### src/rtl/rpr_pkg.sv
package rpr_pkg;

	// default sizes
	localparam int MAX_TAPS_DEF      = 16384;
	localparam int HISTORY_DEPTH_DEF = 2048;
	localparam int MAX_OUT_DEF       = 4;

	// fixed field widths
	localparam int SAMPLE_W   = 16;
	localparam int COEFF_W    = 18;
	localparam int COEFF_IX_W = 14;
	localparam int FACTOR_W   = 10;
	localparam int TAP_W      = 15;
	localparam int CUR_W      = FACTOR_W + 1;
	localparam int PROD_W     = SAMPLE_W + COEFF_W;
	localparam int ACC_W      = 48;
	localparam int RND_SHIFT  = 17;

	// configuration port
	localparam int CFG_IDX_W  = 2;
	localparam int CFG_DATA_W = TAP_W;

	typedef enum logic [CFG_IDX_W-1:0] {
		CFG_INTERP = 2'd0,
		CFG_DECIM  = 2'd1,
		CFG_TAPS   = 2'd2
	} cfg_reg_t;

	localparam logic [FACTOR_W-1:0] INTERP_RST = 10'd13;
	localparam logic [FACTOR_W-1:0] DECIM_RST  = 10'd50;
	localparam logic [TAP_W-1:0]    TAPS_RST   = 15'd14057;

	typedef enum logic {
		REQ_SAMPLE = 1'b0,
		REQ_COEFF  = 1'b1
	} req_t;

	// controller to datapath
	typedef struct packed {
		logic take_sample;
		logic take_coeff;
		logic start_out;
		logic issue;
		logic skip;
		logic load_out;
		logic finish;
	} cmd_t;

	// datapath to controller
	typedef struct packed {
		logic cur_lt_l;
		logic cnt_full;
		logic issue_more;
		logic pipe_busy;
		logic out_free;
	} sts_t;

endpackage

### src/rtl/rpr_ctrl.sv
module rpr_ctrl (
	input  logic          clk,
	input  logic          arst_n,
	input  logic          in_valid,
	input  logic          req_type,
	output logic          in_ready,
	input  rpr_pkg::sts_t sts,
	output rpr_pkg::cmd_t cmd
);
	import rpr_pkg::*;

	typedef enum logic [3:0] {
		ST_IDLE  = 4'b0001,
		ST_CHECK = 4'b0010,
		ST_MAC   = 4'b0100,
		ST_DRAIN = 4'b1000
	} state_t;

	state_t state_q, state_nxt;

	// state register
	always_ff @(posedge clk or negedge arst_n) begin
		if (!arst_n) begin
			state_q <= ST_IDLE;
		end else begin
			state_q <= state_nxt;
		end
	end

	// sequencing of samples, outputs and taps
	always_comb begin
		cmd       = '0;
		state_nxt = state_q;
		in_ready  = (state_q == ST_IDLE);
		case (state_q)
			ST_IDLE: begin
				if (in_valid) begin
					if (req_type == REQ_COEFF) begin
						cmd.take_coeff = 1'b1;
					end else begin
						cmd.take_sample = 1'b1;
						state_nxt       = ST_CHECK;
					end
				end
			end
			ST_CHECK: begin
				if (sts.cur_lt_l && !sts.cnt_full) begin
					cmd.start_out = 1'b1;
					state_nxt     = ST_MAC;
				end else if (sts.cur_lt_l) begin
					cmd.skip = 1'b1;
				end else begin
					cmd.finish = 1'b1;
					state_nxt  = ST_IDLE;
				end
			end
			ST_MAC: begin
				if (sts.issue_more) begin
					cmd.issue = 1'b1;
				end else begin
					state_nxt = ST_DRAIN;
				end
			end
			ST_DRAIN: begin
				if (!sts.pipe_busy && sts.out_free) begin
					cmd.load_out = 1'b1;
					state_nxt    = ST_CHECK;
				end
			end
			default: begin
				state_nxt = ST_IDLE;
			end
		endcase
	end
endmodule

### config.mk
export PLATFORM = sky130hd
export DESIGN_NAME = rpr_ctrl
export DESIGN_NICKNAME = d
export VERILOG_FILES = /design/src/rtl/rpr_pkg.sv /design/src/rtl/rpr_ctrl.sv
export SDC_FILE = /design/constraint.sdc
export NUM_CORES = 1
export LEC_CHECK = 0
export ABC_AREA = 1
export BUFFER_PORTS_ARGS = -buffer_cell sky130_fd_sc_hd__clkbuf_2
export CAP_MARGIN = 20
export CORE_AREA = 3 3 40 42
export CTS_CLUSTER_DIAMETER = 200
export CTS_CLUSTER_SIZE = 14
export DETAILED_ROUTE_END_ITERATION = 8
export DIE_AREA = 0 0 43 45
export HOLD_SLACK_MARGIN = 0.05
export PLACE_DENSITY_LB_ADDON = 0.12
export SLEW_MARGIN = 10
export SYNTH_ARGS = -nofsm -noshare
export SYNTH_HDL_FRONTEND = slang
export SYNTH_SLANG_ARGS = --single-unit
### constraint.sdc
create_clock -name clk -period 1.5 [get_ports clk]
set_input_delay 0.15 -clock clk [delete_from_list [all_inputs] [get_ports clk]]
set_output_delay 0.15 -clock clk [all_outputs]
set_load 0.05 [all_outputs]
Word-level counts from Yosys, hierarchy flattened
Cells that the tools add are included.
{"block": "word_totals", "register_bits": 4, "latchBits": 0, "ram_bits": 0, "mem_bits_ro": 0, "input_bits": 9, "output_inout_bits": 8, "n_memories": 0}
{"block": "classes", "n_addsub": 0, "n_mul": 0, "div_mod_pow": 0, "magnitude_cmp": 0, "eq_ne": 9, "shift": 0, "muxes": 23, "n_bitwise": 0, "n_reduce_logical": 5}
{"op": "$mux W4", "count": 6}
{"op": "$pmux W4 S4", "count": 1}
{"op": "$mux W1", "count": 14}
{"op": "$ne A2 B2 Y1 const B", "count": 4}
{"op": "$reduce_and A5 Y1", "count": 1}
{"op": "$eq A4 B1 Y1 const B", "count": 1}
{"op": "$eq A4 B2 Y1 const B", "count": 1}
{"op": "$eq A4 B3 Y1 const B", "count": 1}
{"op": "$eq A4 B4 Y1 const B", "count": 1}
{"op": "$mux W2", "count": 2}
{"op": "$ne A3 B3 Y1 const B", "count": 1}
{"op": "$logic_and A1 B1 Y1", "count": 2}
{"op": "$logic_not A1 Y1", "count": 2}

Logic depth before layout (Yosys ltp)
Gate-level depths: netlist of the first run.
{"block": "depth", "word_depth": 4, "ltp_mapped": 7, "ltp_nobuf": 7}

Worst setup path after synthesis of the first run
No wires, ideal clock.
{"block": "synth_path", "path_type": "register -> output", "start": "reg state_q[0]", "end": "out cmd[6] in the netlist's numbering", "arrival_ns": 1.846, "path_slack_ns": -0.496, "path_stages_with_launch": 5, "cell_sequence": "dfstp_2 inv_1 nor2_2 nand2_1 nor3_1"}
{"element": "from (decl)", "line_no": "rpr_ctrl.sv:19", "text": "state_t state_q, state_nxt;"}
{"element": "from (signal assigned)", "line_no": "rpr_ctrl.sv:26", "text": "state_q <= state_nxt;"}
{"element": "to (decl)", "line_no": "rpr_ctrl.sv:8", "text": "output rpr_pkg::cmd_t cmd"}

==> flow_summary_export.csv, run 1 <==
group,metric,value,unit
cts,clk_pin_slew,0.04,ns
timing,fin_worst_skew,0.007879,ns
worst_setup_path,r2r-start,"state_q[0]$_DFFE_PN1P_",
final_layout,layout-drive-gt1-share,47.30,%
detailed_routing,wire_per_inst,9.843,um
detailed_routing,wl_met2,418,um
timing,slew_violations,0,
grt,grt_max_degree,6,
logic_synthesis,syn_inst,52,
timing,relSlewSlack,87.76,%
detailed_routing,route.met3.wl,57,um
cts,cts_tree,"done",
place,placed_cell_area,430.4,um^2
place,routabilityCongestion,0.7495,
cts,root_buffer,"clkbuf_4",
final_layout,seqCellArea,101.3,um^2
logic_synthesis,ys_types,12,
flow_run,max_cap_viol_count,0,
timing,fin_crit_sh,101.3,%
detailed_routing,wl_met1,400,um
detailed_routing,vias_per_cell,4.292,
power,power_density,1669,nW/um^2
logic_synthesis,synth_common_cells,"nand2_1, inv_1, nor2_1, nor2_2, nand3_1",
floorplan,die_h,45,um
worst_setup_path,crit_start,"state_q[0]$_DFFE_PN1P_",
final_layout,largest_reg_flops,4,
logic_synthesis,synth_top_area_share,23.17,%
timing,fin_crit,1.520,ns
final_layout,reg_top3,"state_q: 4 flops",
floorplan,core_area,1285,um^2
cts,clkSinkCount,4,
timing,finalSetupViolCount,1,
worst_setup_path,worstSetupPathType,"reg2out",
logic_synthesis,yosys.area.top_type,"dfrtp_1",
final_layout,antenna_cells,0,
worst_setup_path,r2r_cells,8,
timing,fin_setup_tns,-0.02006,ns
detailed_routing,ant_nets,0,
detailed_routing,first_pass_iters,4,
logic_synthesis,ys.flop_type,"dfrtp_1",
final_layout,n_fill_cell,148,
logic_synthesis,yosysMostFrequentCell,"nand2_1",
power,p_leak,0.3247,nW
timing,rsz0062_at_grt,"yes",
grt,overflow,0,
floorplan,die_area,1935,um^2
floorplan,fp.dieW,43,um
logic_synthesis,synthArstFlopShare,100.0,%
detailed_routing,routed_wl,876,um
floorplan,start_util,25.22,%
grt,track_usage,9.675,%
floorplan,ios,17,
worst_setup_path,cp.required,1.35,ns
cts,numCtsBuffers,3,
place,hpwl,656.9,um
logic_synthesis,syn_area,324.1,um^2
cts,h-tree-depth,1,
timing,worstMarginPinSlew,0.1835,ns
logic_synthesis,avgSynthCellArea,6.232,um^2
status,violations,"negative setup slack",
status,status,"finished with violations",
logic_synthesis,yosysSeqAreaShare,31.27,%
timing,final-hold-violation-count,0,
floorplan,rows,13,
detailed_routing,num_vias,382,
grt,grt_pass1_vias,356,
final_layout,syn_to_final_growth,70.66,%
logic_synthesis,synth.net_count,61,
cts,cts.path.max_buffers,2,
final_layout,regMostFlops,"state_q",
detailed_routing,drc,0,
place,io_buffers,16,
timing,max_freq,657.9,MHz
timing,fin_ws,-0.02006,ns
worst_setup_path,arrival,1.37,ns
grt,antenna_found_initial,0,
power,ir_drop,0.9536,mV
final_layout,multi_input_area,219.0,um^2
logic_synthesis,synth_edf_count,0,
detailed_routing,drt_iter0_markers,2,
worst_setup_path,cp_max_fo,4,
logic_synthesis,yosys-top-cells-area,"dfrtp_1, nand2_1, inv_1",
worst_setup_path,critPathLaunchType,"flip-flop",
final_layout,final_nets,84,
cts,insertion_delay,0.24,ns
detailed_routing,top_layer,"met3",
grt,grt_pass1_wl,1.338,mm
worst_hold_path,min_path_type,"in2async",
logic_synthesis,yosys_warnings,0,
logic_synthesis,synth_seq_cells,4,
final_layout,design_area,553.0,um^2
timing,finalHoldWorstSlack,0.2470,ns
worst_setup_path,endpoint_kind,"primary output",
==> worst paths after layout <==
path                            slack (ns)                      to
worst min register to register        0.63  state_q[0]$_DFFE_PN1P_
worst min-delay path                  0.25  state_q[2]$_DFFE_PN0P_
worst max register to register        0.26  state_q[0]$_DFFE_PN1P_
max in group asynchronous             1.04  state_q[0]$_DFFE_PN1P_
worst max-delay path                 -0.02                  cmd[6]
min in group clk                      0.25  state_q[3]$_DFFE_PN0P_
==> cell usage in the layout (no fill, tap or decap), drive strengths merged <==
cell         synthesis  final
dlygate4sd3          0      1
inv                 11     11
nor3                 1      1
nand3b               1      1
nand2               15     15
buf                  0      6
clkbuf               0     15
o21ai                1      1
nand3                6      6
o21bai               1      1
dfstp                1      1
dfrtp                3      3
nor2                12     12
==> metal layers <==
| layer | global-route usage [%] | up-vias |
|---|---|---|
| met5 | 0 | - |
| met1 | 12.59 | 164 |
| met4 | 5.422 | 0 |
| li1 | - | 202 |
| met2 | 12.87 | 16 |
| met3 | 4.781 | 0 |
==> area by class of cell <==
class | instances | share of cell area, %
tap | 15 | 3.394
multi-input combinational | 37 | 39.59
sequential | 4 | 18.33
timing repair buffer | 18 | 26.47
inverter | 11 | 7.466
clock buffer | 4 | 4.751
==> report_power, final <==
part	internal (mW)	switching, mW
logic	0.208	0.372
clock network	0.100	0.0516
registers	0.152	0.0390
==> through the flow <==
stage	utilization [%]	cells	setup slack (ns)	total power [mW]
2_1_floorplan	-	52	-0.07162	0.5471
3_3_place_gp	33.50	83	0.1234	0.6502
3_5_place_dp	33.50	83	0.1127	0.6391
4_1_cts	40.70	88	-0.02308	0.8677
5_1_grt	43.04	89	-0.1111	1.002
6_report	43.04	89	-0.02006	0.9228
==> critical path, stage by stage, from the launching register on <==
cell and delay, ns:
dfstp_2 0.55, inv_2 0.05, nor2_4 0.11, nand2_2 0.09
nor3_2 0.12, clkbuf_8 0.20
==> kinds of logic after synthesis <==
group	Yosys count	synth area share, %
simple gates	35	52.12
buf+inv	11	12.74
flops	4	31.27
compound gates	2	3.860
==> timing repair <==
| action | 4_1_cts | 5_1_grt |
|---|---|---|
| hold buffers | 1 | 0 |
| hold endpoints to repair | 4 | 0 |
| buffers inserted | 0 | 1 |
| setup endpoints to repair | 7 | 8 |
| resized for setup | 16 | 10 |
No activity file was read; power rests on OpenSTA's default activity.
==> inputs of run 2 (changes only) <==
--- a/config.mk
+++ b/config.mk
@@ -9,10 +9,12 @@
 export BUFFER_PORTS_ARGS = -buffer_cell sky130_fd_sc_hd__clkbuf_2
 export CAP_MARGIN = 20
 export CORE_AREA = 3 3 40 42
+export CTS_BUF_LIST = sky130_fd_sc_hd__clkbuf_4 sky130_fd_sc_hd__clkbuf_8
 export CTS_CLUSTER_DIAMETER = 200
 export CTS_CLUSTER_SIZE = 14
 export DETAILED_ROUTE_END_ITERATION = 8
 export DIE_AREA = 0 0 43 45
+export GPL_ROUTABILITY_DRIVEN = 0
 export HOLD_SLACK_MARGIN = 0.05
 export PLACE_DENSITY_LB_ADDON = 0.12
 export SLEW_MARGIN = 10
==> constraint.sdc (replaced) <==
create_clock -name clk -period 1.6 [get_ports clk]
set_input_delay 0.16 -clock clk [delete_from_list [all_inputs] [get_ports clk]]
set_output_delay 0.16 -clock clk [all_outputs]
set_load 0.05 [all_outputs]
==> run 2 against run 1 <==
  * The flow now finishes without violations
  * Largest cell class unchanged
  * Core utilization is 4.1 points lower
  * First-iteration DRC count grew to 4.0 times the previous value
  * Clock skew hardly changed
  * Sequential cell count stayed put
  * Cell count is 1.1% lower
  * Non-clock buffer count is 1 lower
  * Final area is 9.5% lower
  * Sequential power is 7% lower
  * Register-to-register slack better by 0.13 ns
  * Combinational power is 21% lower
==> flow_summary_export.csv, run 2 (same netlist as run 1, synthesis figures left out) <==
group,metric,value,unit
final_layout,fin_util,38.95,%
cts,cts_tree,"done",
cts,clk_pin_slew,0.04,ns
worst_setup_path,critical_path.cell_chain,"nor2_2 > nand3_2 > inv_1 > clkbuf_2",
cts,postCtsSetupBuffers,0,
timing,finalSetupViolCount,0,
grt,overflow,0,
detailed_routing,vias_per_cell,4.318,
floorplan,rows,13,
final_layout,stdcell_count,88,
power,p_leak,0.3157,nW
worst_hold_path,min_path_type,"in2async",
worst_setup_path,cp.required,1.44,ns
timing,fin_crit_sh,94.99,%
final_layout,reg_top3,"state_q: 4 flops",
cts,numCtsBuffers,3,
grt,antenna_found_initial,0,
detailed_routing,num_vias,380,
final_layout,final_nets,83,
floorplan,die_h,45,um
worst_setup_path,slowest_stage,"dfrtp_1",
worst_setup_path,arrival,1.36,ns
floorplan,fp.dieW,43,um
final_layout,n_fill_cell,150,
power,power,797.9,uW
timing,final-hold-violation-count,0,
cts,cts.path.max_buffers,2,
worst_setup_path,worst_path_dominant_cell_family,"flip-flops",
final_layout,design_area,500.5,um^2
final_layout,largest_reg_flops,4,
worst_setup_path,reg2reg_slack,0.39,ns
cts,root_buffer,"clkbuf_4",
worst_setup_path,r2r_cells,7,
final_layout,layout_commonest_cell,"nand2_1",
detailed_routing,drc,0,
worst_setup_path,r2r-start,"state_q[0]$_DFFE_PN1P_",
floorplan,ios,17,
timing,fin_worst_skew,0.007576,ns
worst_setup_path,cp-endpoint,"cmd[3]",
worst_setup_path,crit_path_max_incr_delay,0.42,ns
worst_setup_path,critPathLaunchType,"flip-flop",
detailed_routing,drt_iter0_markers,8,
worst_setup_path,crit_buf_inv,2,
detailed_routing,routed_wl,785,um
grt,grt_pass1_wl,1.200,mm
cts,clkSinkCount,4,
floorplan,core_area,1285,um^2
grt,grt_max_degree,6,
detailed_routing,wire_per_inst,8.920,um
floorplan,die_area,1935,um^2
final_layout,layout-drive-gt1-share,45.21,%
worst_setup_path,worstSetupPathType,"reg2out",
place,hpwl,656.9,um
final_layout,antenna_cells,0,
grt,grt_pass1_vias,324,
worst_setup_path,endpoint_kind,"primary output",
worst_setup_path,crit_start,"state_q[1]$_DFFE_PN0P_",
cts,insertion_delay,0.24,ns
place,io_buffers,16,
timing,slew_violations,0,
detailed_routing,ant_nets,0,
worst_setup_path,cp_max_fo,4,
worst_setup_path,r2r-end,"state_q[1]$_DFFE_PN0P_",
grt,track_usage,8.779,%
final_layout,final_cell_mix,"nand2_1, inv_1, clkbuf_2",
timing,relSlewSlack,81.67,%
timing,fin_setup_tns,0,ns
place,dp_cells,83,
place,placed_cell_area,430.4,um^2
power,ir_drop,0.8966,mV
worst_setup_path,cp.depth,4,
flow_run,max_cap_viol_count,0,
floorplan,start_util,25.22,%
timing,worstMarginPinSlew,0.2762,ns
final_layout,syn_to_final_growth,54.44,%
cts,h-tree-depth,1,
timing,max_freq,658.0,MHz
status,status,"complete, no violations",
detailed_routing,first_pass_iters,4,
final_layout,regMostFlops,"state_q",
timing,fin_crit,1.520,ns
power,power_density,1594,nW/um^2
[run 2: report_power, final]
group / switching, mW / internal (mW) / leakage [nW] / total (mW)
Clock: 0.0478 / 0.111 / 0.0184 / 0.159
Sequential: 0.0359 / 0.142 / 0.0511 / 0.178
Combinational: 0.320 / 0.141 / 0.246 / 0.461
Total: 0.404 / 0.394 / 0.316 / 0.798
[run 2: metrics by stage]
step / setup slack [ns] / hold slack, ns
2_1_floorplan: 0.01838 / -0.1356
3_3_place_gp: 0.2134 / -0.02899
3_5_place_dp: 0.2027 / -0.02904
4_1_cts: 0.0008559 / 0.2460
5_1_grt: -0.002892 / 0.2525
6_report: 0.08013 / 0.2528
[run 2: worst min-delay path by stage]
stage	from	endpoint	cells after the start
final	arst_n	state_q[2]$_DFFE_PN0P_	2
after global routing	sts[2]	state_q[2]$_DFFE_PN0P_	3
after CTS	arst_n	state_q[2]$_DFFE_PN0P_	2
after detailed placement	arst_n	state_q[1]$_DFFE_PN0P_	1
after global placement	arst_n	state_q[1]$_DFFE_PN0P_	1
after floorplan	arst_n	state_q[1]$_DFFE_PN0P_	0
[run 2: metal layers]
metal | vias to the layer above | global-route usage (%) | share of wire [%]
met5 | - | 0 | 0
met4 | 0 | 5.422 | 0
met3 | 0 | 4.781 | 9.0
li1 | 199 | - | -
met1 | 165 | 10.98 | 46
met2 | 16 | 11.68 | 45
[run 2: final cells by class]
class | instances | area, um^2 | area share, %
multi-input cells | 37 | 201.4 | 40.25
repair buffers | 17 | 107.6 | 21.50
flip-flops and latches | 4 | 101.3 | 20.25
inverters | 11 | 41.29 | 8.250
clock buffers | 4 | 30.03 | 6.000
well taps | 15 | 18.77 | 3.750
[run 2: repair_timing]
action                     4_1_cts  5_1_grt
hold endpoints to repair         4        0
setup endpoints to repair        2        6
pin swaps                        0        0
hold buffers                     1        0
resized for setup                3       11
==> inputs of run 3 (changes only) <==
--- a/config.mk
+++ b/config.mk
@@ -16,7 +16,7 @@
 export DIE_AREA = 0 0 43 45
 export GPL_ROUTABILITY_DRIVEN = 0
 export HOLD_SLACK_MARGIN = 0.05
-export PLACE_DENSITY_LB_ADDON = 0.12
+export PLACE_DENSITY = 0.46
 export SLEW_MARGIN = 10
 export SYNTH_ARGS = -nofsm -noshare
 export SYNTH_HDL_FRONTEND = slang
==> run 3 against run 2 <==
  * Core utilization increased by 0.78 points
  * Clock power decreased by 3%
  * Sequential cell count unchanged
  * Routed wire length increased by 5.6%
  * Total power increased by 4.6%
  * Cell count increased by 1.1%
  * Register-to-register slack got worse by 0.09 ns
  * Final area increased by 2.0%
  * Via count decreased by 1.8%
  * Non-clock buffer count increased by 1
==> flow_summary_export.csv, run 3 (same netlist as run 1, synthesis figures left out) <==
group,metric,value,unit
timing,finalHoldWorstSlack,0.2555,ns
status,status,"complete, no violations",
worst_setup_path,critPathLaunchType,"flip-flop",
final_layout,reg_top3,"state_q: 4 flops",
floorplan,start_util,25.22,%
timing,fin_crit,1.531,ns
worst_hold_path,hold_start,"sts[2]",
floorplan,die_h,45,um
power,power_frac_clock,18.5,%
detailed_routing,first_pass_iters,1,
timing,max_freq,653.0,MHz
floorplan,ios,17,
cts,clkSinkCount,4,
cts,root_buffer,"clkbuf_4",
grt,met1_usage,11.35,%
timing,finalSetupViolCount,0,
worst_setup_path,cp_max_fo,3,
final_layout,layout_commonest_cell,"nand2_1",
timing,rsz0062_at_grt,"yes",
grt,grt_pass1_wl,1.366,mm
timing,worstMarginPinSlew,0.2789,ns
final_layout,regMostFlops,"state_q",
floorplan,fp.dieW,43,um
worst_hold_path,min_path_type,"in2reg",
worst_setup_path,arrival,1.37,ns
final_layout,antenna_cells,0,
power,combPwrFrac,59.8,%
grt,grt_pass1_vias,351,
worst_setup_path,worstSetupPathType,"reg2out",
cts,h-tree-depth,1,
grt,globalRouteMet3Util,5.179,%
power,p_sw,413.1,uW
grt,met2_usage,14.97,%
timing,fin_ws,0.06854,ns
worst_setup_path,cp.required,1.44,ns
final_layout,syn_to_final_growth,57.53,%
timing,final-hold-violation-count,0,
final_layout,layout-drive-gt1-share,45.95,%
cts,cts_tree,"done",
cts,numCtsBuffers,3,
grt,grt-busiest-layer,"met2",
worst_setup_path,r2r-start,"state_q[0]$_DFFE_PN1P_",
final_layout,seqCellArea,101.3,um^2
final_layout,final_cell_mix,"nand2_1, clkbuf_2, inv_1",
place,hpwl,659.4,um
timing,slew_violations,0,
final_layout,stdcell_count,89,
grt,grt_max_degree,6,
floorplan,rows,13,
floorplan,core_area,1285,um^2
place,dpl_worst_slack,0.2016,ns
detailed_routing,wire_per_inst,9.315,um
final_layout,n_fill_cell,147,
detailed_routing,ant_nets,0,
flow_run,max_cap_viol_count,0,
power,p_leak,0.3199,nW
timing,fin_crit_sh,95.72,%
detailed_routing,drt_iter0_markers,0,
final_layout,final_nets,84,
place,dp_cells,83,
worst_setup_path,slowest_stage,"dfstp_2",
worst_setup_path,endpoint_kind,"primary output",
timing,relSlewSlack,81.49,%
power,seqPwrFrac,21.7,%
grt,track_usage,9.667,%
floorplan,die_area,1935,um^2
worst_setup_path,critical_path.cell_chain,"inv_2 > nor2_4 > nand3_1 > nor2_2 > buf_6",
detailed_routing,vias_per_cell,4.191,
worst_setup_path,crit_start,"state_q[0]$_DFFE_PN1P_",
power,power_density,1636,nW/um^2
cts,insertion_delay,0.24,ns
grt,overflow,0,
final_layout,multi_input_area,201.4,um^2
detailed_routing,routed_wl,829,um
cts,cts.path.max_buffers,2,
power,power,834.9,uW
place,io_buffers,16,
power,p_int,421.9,uW
place,placed_cell_area,430.4,um^2
worst_setup_path,crit_path_max_incr_delay,0.56,ns
final_layout,largest_reg_flops,4,
detailed_routing,num_vias,373,
grt,antenna_found_initial,0,
cts,clk_pin_slew,0.04,ns
final_layout,design_area,510.5,um^2
timing,fin_setup_tns,0,ns
final_layout,fin_util,39.73,%
detailed_routing,drc,0,
power,switching_share,49.47,%
power,ir_drop,0.7130,mV
timing,fin_worst_skew,0.01018,ns
[run 3: final cells by class]
class / count / area share (%)
multi-input cells: 37 / 39.46
repair buffers: 18 / 23.04
flip-flops and latches: 4 / 19.85
inverters: 11 / 8.088
clock buffers: 4 / 5.882
well taps: 15 / 3.676
[run 3: power by group through the flow]
stage	clock network (mW)	registers, mW	logic [mW]
2_1_floorplan	0	0.168	0.345
3_3_place_gp	0	0.172	0.437
3_5_place_dp	0	0.174	0.429
4_1_cts	0.161	0.173	0.443
5_1_grt	0.177	0.187	0.556
6_report	0.154	0.181	0.499
[run 3: path summary, 6_finish.rpt]
check                                          to  slack (ns)  cells after the start
setup reg to reg           state_q[1]$_DFFE_PN0P_        0.30                      8
hold reg to reg            state_q[0]$_DFFE_PN1P_        0.63                      3
max in group asynchronous  state_q[0]$_DFFE_PN1P_        1.10                      2
min in group asynchronous  state_q[3]$_DFFE_PN0P_        0.28                      2
setup / recovery                           cmd[5]        0.07                      5
hold / removal             state_q[2]$_DFFE_PN0P_        0.26                      3
[run 3: routing by layer]
metal	share of wire (%)	vias to the layer above
li1	-	199
met1	45	165
met2	49	9
met3	5.7	0
met4	0	0
met5	0	-
[run 3: repair_timing]
action,4_1_cts,5_1_grt
resized for setup,3,12
endpoints found under the hold margin,4,0
endpoints found under the setup margin,2,6
hold buffers,1,0
pin swaps,0,1
gates cloned,0,0
buffers inserted,0,1
[run 3: critical path, delay by kind of cell, from the launching register on]
kind	cells	cell delay [ns]
flops	1	0.56
simple gates	3	0.37
buf+inv	2	0.22
